[src/rtl/cpp_pkg.sv]
// Shared types and constants for the CSI parameter parser.
package cpp_pkg;

  // Default sizing of the parser.
  localparam int MAX_PARAMS_DEF = 3;
  localparam int MAX_DIGITS_DEF = 7;

  // Fixed field widths and the number of parameter fields in a result.
  localparam int BYTE_W       = 8;
  localparam int PARAM_W      = 24;
  localparam int COUNT_W      = 2;
  localparam int NUM_REPORTED = 3;

  // Character codes the parser looks for.
  localparam logic [BYTE_W-1:0] CHAR_ZERO = 8'h30;
  localparam logic [BYTE_W-1:0] CHAR_NINE = 8'h39;
  localparam logic [BYTE_W-1:0] CHAR_SEMI = 8'h3B;

  // Result status codes.
  typedef enum logic [1:0] {
    STATUS_OK     = 2'd0,
    STATUS_DIGITS = 2'd1,
    STATUS_PARAMS = 2'd2,
    STATUS_END    = 2'd3
  } cpp_status_t;

  // One input item.
  typedef struct packed {
    logic [BYTE_W-1:0] in_byte;
    logic              stream_end;
  } cpp_item_t;

  // One result item.
  typedef struct packed {
    logic [BYTE_W-1:0]  final_code;
    logic [PARAM_W-1:0] first_param;
    logic [PARAM_W-1:0] second_param;
    logic [PARAM_W-1:0] third_param;
    logic [COUNT_W-1:0] param_count;
    cpp_status_t        status;
  } cpp_result_t;

endpackage

[src/rtl/cpp_in_reg.sv]
// Input register stage: holds one accepted item until the parser core takes it.
module cpp_in_reg (
  input  logic              clk,
  input  logic              rst,
  input  logic              in_valid,
  output logic              in_ready,
  input  cpp_pkg::cpp_item_t in_item,
  input  logic              take,
  output logic              item_valid,
  output cpp_pkg::cpp_item_t item
);

  logic valid;
  logic valid_next;

  // The register can load whenever it is empty or being emptied this cycle.
  assign in_ready   = !valid || take;
  assign item_valid = valid;

  always_comb begin
    valid_next = valid;
    if (in_valid && in_ready) begin
      valid_next = 1'b1;
    end else if (take) begin
      valid_next = 1'b0;
    end
  end

  // Control bit.
  always_ff @(posedge clk) begin
    if (rst) begin
      valid <= 1'b0;
    end else begin
      valid <= valid_next;
    end
  end

  // Payload needs no reset.
  always_ff @(posedge clk) begin
    if (in_valid && in_ready) begin
      item <= in_item;
    end
  end

endmodule

[src/rtl/cpp_core.sv]
// Parser core: digit accumulation, parameter store and result formation.
module cpp_core #(
  parameter int MAX_PARAMS = cpp_pkg::MAX_PARAMS_DEF,
  parameter int MAX_DIGITS = cpp_pkg::MAX_DIGITS_DEF
) (
  input  logic                clk,
  input  logic                rst,
  input  logic                fire,
  input  cpp_pkg::cpp_item_t  item,
  output logic                result_valid,
  output cpp_pkg::cpp_result_t result
);

  localparam int CNT_W  = $clog2(MAX_PARAMS + 1);
  localparam int DCNT_W = $clog2(MAX_DIGITS + 1);

  // Only the low 24 bits of a parameter are ever reported, and those bits
  // depend only on the low 24 bits of the accumulator.
  logic [cpp_pkg::PARAM_W-1:0] acc;
  logic [cpp_pkg::PARAM_W-1:0] acc_next;
  logic [DCNT_W-1:0]           dcount;
  logic [DCNT_W-1:0]           dcount_next;
  logic [CNT_W-1:0]            pcount;
  logic [CNT_W-1:0]            pcount_next;
  logic [cpp_pkg::PARAM_W-1:0] store      [cpp_pkg::NUM_REPORTED];
  logic [cpp_pkg::PARAM_W-1:0] store_next [cpp_pkg::NUM_REPORTED];

  logic                        is_digit;
  logic [3:0]                  digit_val;
  logic                        close_run;
  logic [cpp_pkg::PARAM_W-1:0] reported [cpp_pkg::NUM_REPORTED];

  assign is_digit  = (item.in_byte >= cpp_pkg::CHAR_ZERO) &&
                     (item.in_byte <= cpp_pkg::CHAR_NINE);
  assign digit_val = 4'(item.in_byte - cpp_pkg::CHAR_ZERO);
  assign close_run = (dcount != '0);

  // Next state and result for the item in the input register.
  always_comb begin
    acc_next     = acc;
    dcount_next  = dcount;
    pcount_next  = pcount;
    store_next   = store;
    result_valid = 1'b0;
    result       = '0;
    reported     = '{default: '0};

    if (item.stream_end) begin
      result_valid  = 1'b1;
      result.status = cpp_pkg::STATUS_END;
    end else if (is_digit) begin
      if (int'(dcount) >= MAX_DIGITS) begin
        result_valid  = 1'b1;
        result.status = cpp_pkg::STATUS_DIGITS;
      end else begin
        acc_next    = (acc << 3) + (acc << 1) + {20'b0, digit_val};
        dcount_next = dcount + DCNT_W'(1);
      end
    end else if (close_run && (int'(pcount) >= MAX_PARAMS)) begin
      result_valid  = 1'b1;
      result.status = cpp_pkg::STATUS_PARAMS;
    end else begin
      // Close a non-empty run into the next parameter slot.
      if (close_run) begin
        for (int k = 0; k < cpp_pkg::NUM_REPORTED; k++) begin
          if (int'(pcount) == k) begin
            store_next[k] = acc;
          end
        end
        pcount_next = pcount + CNT_W'(1);
        acc_next    = '0;
        dcount_next = '0;
      end
      // Anything but a separator is the final byte.
      if (item.in_byte != cpp_pkg::CHAR_SEMI) begin
        for (int k = 0; k < cpp_pkg::NUM_REPORTED; k++) begin
          if (int'(pcount_next) > k) begin
            reported[k] = store_next[k];
          end
        end
        result_valid        = 1'b1;
        result.final_code   = item.in_byte;
        result.first_param  = reported[0];
        result.second_param = reported[1];
        result.third_param  = reported[2];
        result.param_count  = cpp_pkg::COUNT_W'(pcount_next);
        result.status       = cpp_pkg::STATUS_OK;
      end
    end

    // Every result ends the sequence.
    if (result_valid) begin
      acc_next    = '0;
      dcount_next = '0;
      pcount_next = '0;
    end
  end

  // Sequence state; stored parameters are qualified by the count.
  always_ff @(posedge clk) begin
    if (rst) begin
      acc    <= '0;
      dcount <= '0;
      pcount <= '0;
    end else if (fire) begin
      acc    <= acc_next;
      dcount <= dcount_next;
      pcount <= pcount_next;
    end
  end

  always_ff @(posedge clk) begin
    if (fire) begin
      store <= store_next;
    end
  end

endmodule

[src/rtl/cpp_out_reg.sv]
// Result register: holds one result item until the downstream side takes it.
module cpp_out_reg (
  input  logic                 clk,
  input  logic                 rst,
  input  logic                 load,
  input  cpp_pkg::cpp_result_t load_data,
  output logic                 space,
  output logic                 out_valid,
  input  logic                 out_ready,
  output cpp_pkg::cpp_result_t out_data
);

  logic valid;
  logic valid_next;

  // Room for a new result when empty or when the held one leaves now.
  assign space     = !valid || out_ready;
  assign out_valid = valid;

  always_comb begin
    valid_next = valid;
    if (load) begin
      valid_next = 1'b1;
    end else if (out_ready) begin
      valid_next = 1'b0;
    end
  end

  always_ff @(posedge clk) begin
    if (rst) begin
      valid <= 1'b0;
    end else begin
      valid <= valid_next;
    end
  end

  always_ff @(posedge clk) begin
    if (load) begin
      out_data <= load_data;
    end
  end

endmodule

[src/rtl/csi_parameter_parser.sv]
// CSI parameter parser: takes one byte of a control sequence body per item
// and emits one result per final byte, error or stream end. Throughput is
// one item per clock cycle while the downstream side takes results. A byte
// is held in the input register, and its result is loaded into the result
// register when that register has room. While a result waits in the result
// register, the input register still takes one more item and then the
// input stalls.
// The byte is decoded and the digit accumulator (a multiply by ten and add)
// updated combinationally between those two registers. Up to MAX_DIGITS
// digits per parameter and MAX_PARAMS parameters per sequence are accepted;
// the first three parameters are reported in 24 bits each. Errors return
// zeros in all data fields with the error in the status.
module csi_parameter_parser #(
  parameter int MAX_PARAMS = cpp_pkg::MAX_PARAMS_DEF,
  parameter int MAX_DIGITS = cpp_pkg::MAX_DIGITS_DEF
) (
  input  logic        clk,
  input  logic        rst,
  input  logic        s_tvalid,
  output logic        s_tready,
  input  logic [7:0]  s_tdata,   // [7:0] in_byte
  input  logic [0:0]  s_tuser,   // [0] stream_end
  output logic        m_tvalid,
  input  logic        m_tready,
  output logic [87:0] m_tdata,   // [7:0] final_code, [31:8] first_param,
                                 // [55:32] second_param, [79:56] third_param,
                                 // [81:80] param_count, [87:82] zero
  output logic [1:0]  m_tuser    // [1:0] status
);

  cpp_pkg::cpp_item_t   in_item;
  cpp_pkg::cpp_item_t   item;
  logic                 item_valid;
  logic                 space;
  logic                 fire;
  logic                 result_valid;
  cpp_pkg::cpp_result_t result;
  cpp_pkg::cpp_result_t out_data;

  assign in_item.in_byte    = s_tdata;
  assign in_item.stream_end = s_tuser[0];

  // The core consumes the held item when the result register has room.
  assign fire = item_valid && space;

  cpp_in_reg u_in_reg (
    .clk        (clk),
    .rst        (rst),
    .in_valid   (s_tvalid),
    .in_ready   (s_tready),
    .in_item    (in_item),
    .take       (fire),
    .item_valid (item_valid),
    .item       (item)
  );

  cpp_core #(
    .MAX_PARAMS (MAX_PARAMS),
    .MAX_DIGITS (MAX_DIGITS)
  ) u_core (
    .clk          (clk),
    .rst          (rst),
    .fire         (fire),
    .item         (item),
    .result_valid (result_valid),
    .result       (result)
  );

  cpp_out_reg u_out_reg (
    .clk       (clk),
    .rst       (rst),
    .load      (fire && result_valid),
    .load_data (result),
    .space     (space),
    .out_valid (m_tvalid),
    .out_ready (m_tready),
    .out_data  (out_data)
  );

  // Pack the result fields onto the bus.
  assign m_tdata = {6'b0, out_data.param_count, out_data.third_param,
                    out_data.second_param, out_data.first_param,
                    out_data.final_code};
  assign m_tuser = out_data.status;

endmodule

[config.mk]
export PLATFORM = sky130hd
export DESIGN_NAME = csi_parameter_parser
export DESIGN_NICKNAME = d
export VERILOG_FILES = /design/src/rtl/cpp_pkg.sv /design/src/rtl/cpp_in_reg.sv /design/src/rtl/cpp_core.sv /design/src/rtl/cpp_out_reg.sv /design/src/rtl/csi_parameter_parser.sv
export SDC_FILE = /design/constraint.sdc
export NUM_CORES = 1
export LEC_CHECK = 0
export BUFFER_PORTS_ARGS = -buffer_cell sky130_fd_sc_hd__buf_2
export CORE_MARGIN = 1.5
export CORE_UTILIZATION = 40
export CTS_CLUSTER_SIZE = 8
export DETAILED_ROUTE_END_ITERATION = 12
export PLACE_DENSITY = 0.58
export SLEW_MARGIN = 20
export SYNTH_ARGS = -nofsm -noshare
export SYNTH_HDL_FRONTEND = slang
export SYNTH_SLANG_ARGS = --single-unit
export TNS_END_PERCENT = 100
[constraint.sdc]
create_clock -name clk -period 5.1 [get_ports clk]
set_input_delay 0.765 -clock clk [delete_from_list [all_inputs] [get_ports clk]]
set_output_delay 0.765 -clock clk [all_outputs]
set_load 0.02 [all_outputs]
## Word-level counts from Yosys, hierarchy flattened

Index checks and enable logic that the tools add are counted.

- Add/sub/neg operators: 5
- $lt $le $gt $ge: 7
- Equality and inequality tests: 8
- Muxes and demuxes: 36
- Bitwise gates (word level): 7
- Reduce and logical (&&, ||, !) cells: 21

Operator list:

| operator | count |
|---|---|
| $mux W24 | 9 |
| $mux W72 | 1 |
| $add A24 B24 Y24 | 1 |
| $add A24 B4 Y24 | 1 |
| $mux W2 | 10 |
| $mux W3 | 6 |
| $reduce_or A5 Y1 | 3 |
| $mux W1 | 10 |
| $ge A8 B6 Y1 const B | 1 |
| $le A8 B6 Y1 const B | 1 |
| $ne A8 B6 Y1 const B | 1 |
| $reduce_and A4 Y1 | 2 |
| $not A1 Y1 | 7 |
| $ne A2 B2 Y1 const B | 3 |
| $reduce_bool A3 Y1 | 2 |
| $logic_and A1 B1 Y1 | 5 |
| $reduce_and A5 Y1 | 1 |
| $eq A2 B2 Y1 const B | 2 |
| $gt A2 B1 Y1 const B | 2 |
| $reduce_bool A2 Y1 | 2 |
| $reduce_or A4 Y1 | 1 |
| $sub A4 B1 Y4 const B | 1 |
| $add A3 B1 Y3 const B | 1 |
| $ge A3 B3 Y1 const B | 1 |
| 8 further kinds | 10 |

- Flip-flop bits (word level): 196
- Bits of input ports: 13
- Output and inout bits: 92

## Logic depth before layout (Yosys ltp)

Gate-level depths: netlist of run 1.

- Word-level depth: 9
- Depth in mapped cells: 11
- Depth with buffers taken out: 11

## By module

Synthesis of run 1 repeated with hierarchy kept, for this count alone.

- Cells, all modules: 674
- Area, all modules: 9251.4 µm²

Modules (own cells, without submodules):

| module | times used | cells an instance | area an instance (µm²) | seq. area each (µm²) |
|---|---|---|---|---|
| cpp_core | 1 | 563 | 6296.0 | 2742.6 |
| cpp_out_reg | 1 | 88 | 2568.7 | 2542.4 |
| cpp_in_reg | 1 | 14 | 325.3 | 290.3 |
| csi_parameter_parser | 1 | 9 | 61.3 | 0.0 |

## Worst setup path before layout of run 1

Ideal clock, no wire load.

- Path kind: input to register
- Start: in m_tready
- End: reg, netlist name u_out_reg.out_data[0]
- Data arrival time: 3.123 ns
- Required time: 4.647 ns
- Setup slack: 1.525 ns
- Stages on the path: 3
- Cell sequence: nor2b_1 > nor2b_1 > and2_1

- Word-level cells in the longest chain between the ends: 3

RTL lines:

| item | line | RTL |
|---|---|---|
| start: declaration | csi_parameter_parser.sv:24 | `input logic m_tready,` |
| $logic_or A1 B1 Y1 | cpp_out_reg.sv:17 | `assign space = !valid \|\| out_ready;` |
| $logic_and A1 B1 Y1 | csi_parameter_parser.sv:44 | `assign fire = item_valid && space;` |
| $logic_and A1 B1 Y1 | csi_parameter_parser.sv:72 | `.load (fire && result_valid),` |
| net u_out_reg.load | cpp_out_reg.sv:5 | `input logic load,` |

The timed path passes the listed nets, and every way through them passes these cells.
A chain may end at the register's enable or synchronous reset.

## Worst setup path in the final report of run 1

- Start: reg, netlist name u_in_reg.item[4]
- End: reg u_core.acc[22] (netlist bit)

- Word-level cells in the longest chain between the ends: 7
- Elaborated cells between the ends (all ways): 19
- Those cells by class: add/sub (2); order compare (2); eq/ne (4); mux (8); reduce/logical (3)

RTL lines:

| item | line | RTL |
|---|---|---|
| branches (longest 7 deep; another with $add A24 B4 Y24) | - |  |
| end signal: assignment | cpp_core.sv:106 | `acc <= acc_next;` |
| end: declaration | cpp_core.sv:19 | `logic [cpp_pkg::PARAM_W-1:0] acc;` |

Several ways; the timed one is not identified. The select of a mux whose other input is x is not followed.

==> flow_metrics.py, run 1 <==
metrics = {
    "power_and_ir_drop": {
        "total_power_mw": 3.27,
        "p_leak_nw": 4.08,
        "vdd_drop_max_mv": 0.214,
        "cellPowerDensity_nw_per_um2": 313,
    },
    "setup_path": {
        "worst_ep_required_time_ns": 5.45,
        "crit_arrival_ns": 3.83,
        "path_class": "reg -> reg",
        "end_kind": "flip-flop",
        "worst_setup_path_start_kind": "flip-flop",
        "crit_path_max_fanout": 5,
    },
    "clocking": {
        "cts_inserted_buffers": 17,
        "clk_pin_slew_ns": 0.07,
        "cts_resized": 0,
        "cts_buffer_depth": 2,
        "postCtsSetupRepairBufs": 0,
        "cts_tree": "built",
        "cts_num_sinks": 196,
        "root_buffer": "clkbuf_16",
        "insertion_delay_ns": 0.44,
        "htree_num_levels": 4,
        "ctsHoldBuffers": 0,
    },
    "place": {
        "dpl.hpwl_mm": 11.9,
        "gp_congestion": 0.865,
        "dpl_worst_slack_ns": 1.74,
        "dpl.cell_count": 1018,
        "numPortBuffers": 98,
    },
    "finish": {
        "drive_gt1_share_pct": 28.3,
        "fillCellCount": 2007,
        "layout.cells.non_filler": 1051,
        "final_cell_mix": "edfxtp_1 (165), buf_2 (98), mux2_2 (66)",
        "final_common_cell": "edfxtp_1",
        "areaGrowthSynthToFinish_pct": 15.0,
        "fin_nets": 822,
        "diodes": 0,
    },
    "timing": {
        "grt_setup_unrepaired": "false",
        "setup_ws_ns": 1.62,
        "max_slew_margin_pct": 41.5,
        "period_share_pct": 68.2,
        "fmax_mhz": 287,
        "worst_hold_slack_ns": 0.498,
        "worstMarginPinSlew_ns": 0.878,
        "final-hold-violation-count": 0,
        "min_period_ns": 3.48,
        "clock_skew_ns": 0.0213,
        "slew_viol_final": 0,
        "setup_viol": 0,
        "setup_tns_ns": 0,
    },
    "worst_hold_path": {
        "hold_class": "in -> reg",
    },
    "global_routing": {
        "track_usage_pct": 16.0,
        "grt_pass1_wl_mm": 29.7,
        "grt_max_degree": 86,
        "antenna_found_initial": 0,
        "grt-ovfl-total": 0,
        "grt_pass1_vias": 5748,
    },
    "synth": {
        "synth_top_cell_area_share_pct": 54.5,
        "avgSynthCellArea_sq_um": 13.8,
        "synth_edf_count": 165,
        "synthDistinctLibCells": 54,
        "synth_seq_cells": 196,
        "ys_top_cells_by_area": "edfxtp_1 (55%), mux2_2 (8.2%), dfxtp_1 (6.8%), ha_1 (6.7%), and2_1 (2.4%)",
        "synth_area_sq_um": 9080,
        "synthCells": 660,
        "yosys_most_used_dff": "edfxtp_1",
        "yosysSeqAreaShare_pct": 61.4,
        "async_reset_ff_share_pct": 0,
        "synth_top_cell_by_area": "edfxtp_1",
        "yosysWarnings": 0,
    },
    "run": {
        "drv_cap": 0,
    },
    "routing": {
        "dr.max_layer_used": "met4",
        "antenna_left": 0,
        "totalWireLength_mm": 17.9,
        "vias": 5403,
        "drc_errors": 0,
        "dr.pass1.iters": 6,
        "met2_length_mm": 9.15,
        "drt_iter0_markers": 224,
        "routedWlPerCell_microns": 17.1,
        "wl_met1_mm": 8.11,
        "vias_per_cell": 5.14,
        "route.met3.wl_microns": 561,
    },
    "die": {
        "placementRows": 54,
        "core-area_sq_um": 22000,
        "chipHeight_microns": 154,
        "io_pins": 105,
        "die-area_sq_um": 23600,
        "start_util_pct": 41.2,
        "die_w_microns": 154,
    },
    "status": {
        "status": "finished clean",
    },
}
worst paths after layout:
kind | start | end | slack [ns] | depth (start not counted)
worst max-delay path | u_in_reg.item[4] | u_core.acc[22] | 1.62 | 11
worst max register to register | u_in_reg.item[4] | u_core.acc[22] | 1.62 | 11
worst min register to register | u_core.pcount[0] | u_core.pcount[0] | 0.51 | 2
worst min-delay path | s_tdata[4] | u_in_reg.item[5] | 0.50 | 1
synthesized netlist by cell type (5+ instances only):
| cell type | n |
|---|---|
| a21o_1 | 10 |
| a21oi_1 | 16 |
| a22o_1 | 7 |
| a31oi_1 | 7 |
| and2_1 | 35 |
| and3_1 | 29 |
| buf_2 | 7 |
| buf_4 | 6 |
| clkbuf_1 | 15 |
| dfxtp_1 | 31 |
| edfxtp_1 | 165 |
| ha_1 | 49 |
| inv_1 | 18 |
| mux2_2 | 66 |
| nand2_1 | 44 |
| nand3_1 | 5 |
| nor2_1 | 15 |
| o21a_1 | 28 |
| o21ai_0 | 27 |
| o21ai_1 | 8 |
| xnor2_1 | 13 |
| xor2_1 | 8 |
critical path: stages (launching register included):
cell and delay (ns):
edfxtp_1 0.42, inv_1 0.09, fa_1 0.54, inv_1 0.07, fa_1 0.46, a21o_1 0.22
a221oi_1 0.47, nor2_1 0.12, a21oi_1 0.46, o21ai_0 0.24, xnor2_1 0.16, o21ai_0 0.15
logic make-up (layout without fill, tap and decap cells):
| group | count (synthesis) | in the layout | synth area share (%) |
|---|---|---|---|
| other cells | 1 | 6 | 0.0413 |
| simple gates | 148 | 148 | 8.79 |
| mux | 67 | 67 | 8.29 |
| buf+inv | 50 | 156 | 2.74 |
| compound gates | 126 | 126 | 9.56 |
| flops | 196 | 196 | 61.4 |
| xor+xnor | 21 | 21 | 2.02 |
| fa+ha+maj | 51 | 51 | 7.19 |
cell type report:
| class | count | area (sq um) | share of cell area (%) |
|---|---|---|---|
| Clock buffer | 17 | 425 | 4.07 |
| Clock inverter | 15 | 170 | 1.63 |
| Inverter | 18 | 67.6 | 0.646 |
| Multi-Input combinational cell | 419 | 3300 | 31.6 |
| Sequential cell | 196 | 5580 | 53.3 |
| Tap cell | 280 | 350 | 3.35 |
| Timing Repair Buffer | 106 | 563 | 5.39 |
sequential cells by signal, indices dropped and copies added, names as in the netlist:
register	cells
u_core.acc	24
u_core.dcount	3
u_core.pcount	2
u_core.store	72
u_in_reg.item	9
u_in_reg.item_valid	1
u_out_reg.out_data	84
u_out_reg.out_valid	1
per-layer routing:
layer | vias to the layer above | GRT usage [%]
met2 | 106 | 28.5
met1 | 2631 | 19.5
met5 | - | 0
li1 | 2651 | -
met4 | 0 | 5.27
met3 | 15 | 2.90
power breakdown:
part           internal (mW)  switching, mW
Clock                  0.738          0.624
Combinational         0.0375         0.0920
Sequential              1.77         0.0119
metrics by stage:
step           util (%)  cell area [sq um]
2_1_floorplan         -               9100
4_1_cts            47.4              10400
3_3_place_gp       44.6               9830
6_report           47.4              10500
3_5_place_dp       44.6               9830
5_1_grt            47.4              10500
Power figures use the tool's default switching activity.
==> run 2, diff against run 1 <==
- ABC_AREA: default -> 1
- clock period: 5.1 -> 3.5 ns (I/O delays scaled with it)
==> run 2 against run 1 <==
Wire length grew 18%. Largest cell class unchanged. Clock skew decreased by 0.010 ns. Non-clock buffer count up 7. Clock power increased by 53%. Die area grew 8.8%. Combinational power rose to 2.9 times the previous value. First-iteration DRC count grew 76%.
==> flow_metrics.py, run 2 <==
metrics = {
    "power_and_ir_drop": {
        "power.internal_mw": 3.89,
        "p_seq_share_pct": 52.0,
        "power.switching_mw": 1.22,
        "p_leak_nw": 5.66,
        "vdd_drop_max_mv": 0.312,
        "cellPowerDensity_nw_per_um2": 447,
        "power.clock.fraction_pct": 40.8,
        "switching_share_pct": 23.9,
        "p_comb_share_pct": 7.3,
    },
    "clocking": {
        "cts_num_sinks": 196,
        "cts_resized": 0,
        "postCtsSetupRepairBufs": 0,
        "cts_inserted_buffers": 17,
        "insertion_delay_ns": 0.43,
        "root_buffer": "clkbuf_16",
        "cts_tree": "built",
        "cts_buffer_depth": 2,
        "htree_num_levels": 4,
        "ctsHoldBuffers": 0,
        "clk_pin_slew_ns": 0.08,
    },
    "synth": {
        "synthDistinctLibCells": 32,
        "synthCells": 1106,
        "yosys_most_used_dff": "edfxtp_1",
        "yosysMostFrequentCell": "nand2_1",
        "ys_top_cells_by_area": "edfxtp_1 (50%), nand2_1 (9.5%), inv_1 (9.3%), dfxtp_1 (6.3%), ha_1 (6.2%)",
        "synth_top_cell_by_area": "edfxtp_1",
        "avgSynthCellArea_sq_um": 8.95,
        "synth_area_sq_um": 9900,
        "async_reset_ff_share_pct": 0,
        "synth_seq_cells": 196,
        "synth_common_cells": "nand2_1 (250), inv_1 (246), edfxtp_1 (165), nor2_1 (117), o21ai_0 (81)",
        "synth_edf_count": 165,
        "yosysWarnings": 0,
        "yosysSeqAreaShare_pct": 56.3,
        "synth_top_cell_area_share_pct": 50.1,
    },
    "place": {
        "placed_cell_area_sq_um": 10800,
        "gp_congestion": 0.906,
        "dpl_worst_slack_ns": 0.895,
        "dpl.hpwl_mm": 15.4,
        "dpl.cell_count": 1512,
        "numPortBuffers": 98,
    },
    "die": {
        "die-area_sq_um": 25700,
        "start_util_pct": 40.7,
        "placementRows": 57,
        "core-area_sq_um": 24300,
        "die_w_microns": 160,
        "chipHeight_microns": 160,
        "io_pins": 105,
    },
    "setup_path": {
        "worstReg2RegStart": "u_core.acc[0]",
        "reg2reg_depth": 11,
        "path_class": "reg -> reg",
        "end_kind": "flip-flop",
        "crit_arrival_ns": 2.96,
        "worst_setup_path_start_kind": "flip-flop",
        "crit_path_max_fanout": 6,
        "worst_ep_required_time_ns": 3.80,
        "reg2reg_to": "u_core.acc[10]",
        "rrSetupSlack_ns": 0.84,
    },
    "routing": {
        "antenna_left": 0,
        "vias_per_cell": 4.62,
        "drt_iter0_markers": 395,
        "totalWireLength_mm": 21.2,
        "dr.pass1.iters": 5,
        "routedWlPerCell_microns": 13.7,
        "drc_errors": 0,
        "vias": 7126,
    },
    "timing": {
        "setup_tns_ns": 0,
        "setup_viol": 0,
        "min_period_ns": 2.66,
        "grt_setup_unrepaired": "false",
        "slew_viol_final": 0,
        "final-hold-violation-count": 0,
        "setup_ws_ns": 0.837,
        "clock_skew_ns": 0.0112,
        "worst_hold_slack_ns": 0.260,
        "period_share_pct": 76.1,
        "worstMarginPinSlew_ns": 0.637,
        "max_slew_margin_pct": 57.4,
        "fmax_mhz": 376,
    },
    "global_routing": {
        "grt-ovfl-total": 0,
        "grt_pass1_vias": 6757,
        "antenna_found_initial": 0,
        "track_usage_pct": 17.4,
        "grt_max_degree": 49,
        "grt_pass1_wl_mm": 34.9,
    },
    "worst_hold_path": {
        "hold_path_depth": 1,
        "min_from": "s_tdata[5]",
        "hold_end": "u_in_reg.item[6]",
        "hold_class": "in -> reg",
    },
    "finish": {
        "areaGrowthSynthToFinish_pct": 15.6,
        "multi_input_area_sq_um": 3240,
        "final_cell_area_sq_um": 11400,
        "register_area_sq_um": 5580,
        "largest_reg_flops": 84,
        "fillCellCount": 2315,
        "largest_register": "u_out_reg.out_data",
        "fin_nets": 1271,
        "largestRegisters": "u_out_reg.out_data x84, u_core.store x72, u_core.acc x24",
        "diodes": 0,
        "layout.cells.non_filler": 1544,
        "final_cell_mix": "nand2_1 (250), inv_1 (245), edfxtp_1 (165)",
        "final_common_cell": "nand2_1",
        "drive_gt1_share_pct": 14.0,
    },
    "run": {
        "drv_cap": 0,
    },
    "status": {
        "status": "finished clean",
    },
}
run 2: power by group through the flow:
stage | logic [mW] | clock network, mW | registers [mW]
after floorplan | 0.199 | 0 | 2.76
after global placement | 0.370 | 0 | 2.71
after detailed placement | 0.373 | 0 | 2.71
after CTS | 0.375 | 2.12 | 2.66
after global routing | 0.416 | 2.21 | 2.67
final | 0.371 | 2.08 | 2.66
run 2: routing by layer:
layer  vias up  global-route usage (%)  wire (microns)
met5         -                       0               0
li1       3682                       -               -
met1      3288                    24.6           10400
met3        17                    2.66             797
met4         0                    4.67             214
met2       139                    27.9            9740
run 2: layout make-up:
class	count	share of cell area [%]
clock buffers	17	3.72
clock inverters	15	1.89
inverters	247	8.12
multi-input cells	632	28.3
flip-flops and latches	196	48.7
well taps	324	3.54
repair buffers	113	5.71
run 2: how the worst max path moves through the flow:
stage / to / cells after the start / slack [ns] / from
6_report: u_core.acc[10] / 11 / 0.84 / u_core.acc[0]
5_1_grt: u_core.acc[10] / 11 / 0.64 / u_core.acc[0]
4_1_cts: u_core.acc[10] / 11 / 0.87 / u_core.acc[0]
3_5_place_dp: u_core.acc[10] / 11 / 0.90 / u_core.acc[0]
3_3_place_gp: u_out_reg.out_data[68] / 10 / 1.0 / u_core.dcount[0]
2_1_floorplan: u_out_reg.out_data[0] / 9 / 0.05 / u_core.dcount[0]
run 2: cell families (layout without fill, tap and decap cells):
logic type      after synthesis  in the layout  synth area share [%]
simple gates                441            441                  18.5
buf+inv                     283            392                  11.3
flops                       196            196                  56.3
compound gates              129            129                  6.84
fa+ha+maj                    51             51                  6.60
xor+xnor                      5              5                 0.442
other cells                   1              6                0.0379
run 2: critical path, stage by stage, from the launching register on:
cell and delay (ns):
dfxtp_1 0.43, inv_1 0.09, fa_1 0.51, inv_1 0.08, fa_1 0.47, nand3_1 0.12, nand3_1 0.20, nand2_1 0.12
nand2_1 0.09, or2_2 0.27, nand3_1 0.07, a21oi_1 0.07
run 2: stage by stage:
step           total power, mW  utilization [%]
2_1_floorplan             2.96                -
3_3_place_gp              3.08             44.4
3_5_place_dp              3.09             44.4
4_1_cts                   5.16             47.0
5_1_grt                   5.29             47.0
6_report                  5.11             47.0
==> run 3, diff against run 2 <==
- clock period: 3.5 -> 2.6 ns (I/O delays scaled with it)
==> run 3 against run 2 <==
Critical path depth unchanged. Utilization up 0.10 points. Wire length up 0.72%. Sequential share of layout area down 0.084 points. Final cell count up 0.32%. Critical path type unchanged.
==> flow_metrics.py, run 3 (same netlist as run 2, synthesis figures left out) <==
metrics = {
    "setup_path": {
        "end_kind": "flip-flop",
        "worst_ep_required_time_ns": 2.91,
        "cp_slowest_cell": "fa_1",
        "crit_cells": 11,
        "path_class": "reg -> reg",
        "path_buf_inv": 2,
        "worstReg2RegStart": "u_in_reg.item[4]",
        "cpPeakStageDelay_ns": 0.53,
        "rrSetupSlack_ns": 0.15,
        "reg2reg_depth": 11,
        "crit_chain": "inv_1 > fa_1 > inv_1 > fa_1 > nand3_1 > nand3_2 > nand2_1 > nand2_1 > or2_2 > nand3_1 > a21oi_1",
        "crit_path_max_fanout": 6,
        "reg2reg_to": "u_core.acc[10]",
        "crit_arrival_ns": 2.76,
        "crit_family": "adder cells",
        "cp-endpoint": "u_core.acc[10]",
        "critPathLaunch": "u_in_reg.item[4]",
        "worst_setup_path_start_kind": "flip-flop",
    },
    "timing": {
        "grt_setup_unrepaired": "true",
        "worstMarginPinSlew_ns": 0.560,
        "min_period_ns": 2.45,
        "period_share_pct": 94.4,
        "fmax_mhz": 408,
        "clock_skew_ns": 0.0149,
        "slew_viol_final": 0,
        "final-hold-violation-count": 0,
        "worst_hold_slack_ns": 0.122,
        "setup_viol": 0,
        "max_slew_margin_pct": 62.6,
    },
    "place": {
        "gp_congestion": 0.873,
        "placed_cell_area_sq_um": 10800,
        "numPortBuffers": 98,
        "dpl.hpwl_mm": 15.1,
    },
    "finish": {
        "final_cell_mix": "nand2_1 (249), inv_1 (245), edfxtp_1 (165)",
        "final_common_cell": "nand2_1",
        "largestRegisters": "u_out_reg.out_data x84, u_core.store x72, u_core.acc x24",
        "diodes": 0,
        "largest_reg_flops": 84,
        "final_cell_area_sq_um": 11500,
        "areaGrowthSynthToFinish_pct": 15.8,
        "drive_gt1_share_pct": 15.0,
        "fin_nets": 1276,
        "largest_register": "u_out_reg.out_data",
    },
    "global_routing": {
        "track_usage_pct": 17.4,
        "antenna_found_initial": 0,
        "grt-ovfl-total": 0,
        "grt_pass1_wl_mm": 34.9,
        "grt_max_degree": 54,
        "grt_pass1_vias": 6713,
    },
    "die": {
        "placementRows": 57,
        "die_w_microns": 160,
        "core-area_sq_um": 24300,
        "io_pins": 105,
        "start_util_pct": 40.7,
        "chipHeight_microns": 160,
        "die-area_sq_um": 25700,
    },
    "clocking": {
        "cts_resized": 0,
        "postCtsSetupRepairBufs": 0,
        "cts_inserted_buffers": 17,
        "insertion_delay_ns": 0.44,
        "cts_tree": "built",
        "cts_buffer_depth": 2,
        "root_buffer": "clkbuf_16",
        "htree_num_levels": 4,
        "ctsHoldBuffers": 0,
        "clk_pin_slew_ns": 0.08,
        "cts_num_sinks": 196,
    },
    "worst_hold_path": {
        "hold_class": "in -> reg",
    },
    "routing": {
        "vias": 7088,
        "totalWireLength_mm": 21.3,
        "drc_errors": 0,
        "vias_per_cell": 4.58,
        "dr.pass1.iters": 5,
        "drt_iter0_markers": 413,
        "antenna_left": 0,
        "routedWlPerCell_microns": 13.8,
    },
    "run": {
        "drv_cap": 0,
    },
    "power_and_ir_drop": {
        "vdd_drop_max_mv": 0.370,
        "p_leak_nw": 5.66,
        "cellPowerDensity_nw_per_um2": 584,
    },
    "status": {
        "status": "finished clean",
    },
}
-- run 3: cell types whose count changed in the layout (fill, tap and decap cells not counted), moves of 3 or more --
cell       previous run  this run
buf_4                11        17
clkinv_4              1         5
clkinv_8              2         8
bufinv_16             3         0
inv_8                 5         1
-- run 3: report_power, final --
part           internal (mW)  switching (mW)
Combinational          0.151           0.346
Clock                   1.30            1.31
Sequential              3.52          0.0596
-- run 3: routing by layer --
| metal | GRT usage, % | vias to the layer above | routed length, microns | share of wire [%] |
|---|---|---|---|---|
| li1 | - | 3693 | - | - |
| met1 | 24.5 | 3246 | 10600 | 50 |
| met4 | 4.89 | 0 | 228 | 1.1 |
| met5 | 0 | - | 0 | 0 |
| met3 | 2.92 | 17 | 761 | 3.6 |
| met2 | 27.9 | 132 | 9740 | 46 |
-- run 3: worst min path at each step --
stage | depth (start not counted) | to | slack [ns] | startpoint
6_report | 1 | u_in_reg.item[2] | 0.12 | s_tdata[1]
5_1_grt | 1 | u_in_reg.item[8] | 0.10 | s_tdata[7]
4_1_cts | 1 | u_in_reg.item[3] | 0.11 | s_tdata[2]
3_5_place_dp | 2 | u_out_reg.out_valid | 0.49 | u_out_reg.out_valid
3_3_place_gp | 2 | u_out_reg.out_valid | 0.49 | u_out_reg.out_valid
2_1_floorplan | 2 | u_core.dcount[0] | 0.47 | u_core.dcount[0]
-- run 3: worst reg2reg max path: stages, from the launching register on --
cell	delay, ns
edfxtp_1	0.32
inv_1	0.06
fa_1	0.53
inv_1	0.07
fa_1	0.46
nand3_1	0.14
nand3_2	0.16
nand2_1	0.10
nand2_1	0.07
or2_2	0.27
nand3_1	0.07
a21oi_1	0.08
-- run 3: area by class of cell --
cell class / count / area (sq um)
inverter: 247 / 931
tap: 324 / 405
clock inverter: 15 / 193
multi-input combinational: 632 / 3250
fill: 2356 / 12900
clock buffer: 17 / 425
sequential: 196 / 5580
timing repair buffer: 118 / 678
-- run 3: stage by stage --
step / setup slack (ns) / power (mW) / std cells / utilization [%] / setup TNS [ns]
after floorplan: -0.0834 / 3.98 / 1111 / - / -7.01
after global placement: 0.115 / 4.15 / 1517 / 44.6 / 0
after detailed placement: 0.0903 / 4.16 / 1517 / 44.6 / 0
after CTS: 0.0596 / 6.76 / 1549 / 47.1 / 0
after global routing: -0.0110 / 6.94 / 1549 / 47.1 / -0.0110
final: 0.146 / 6.69 / 1549 / 47.1 / 0
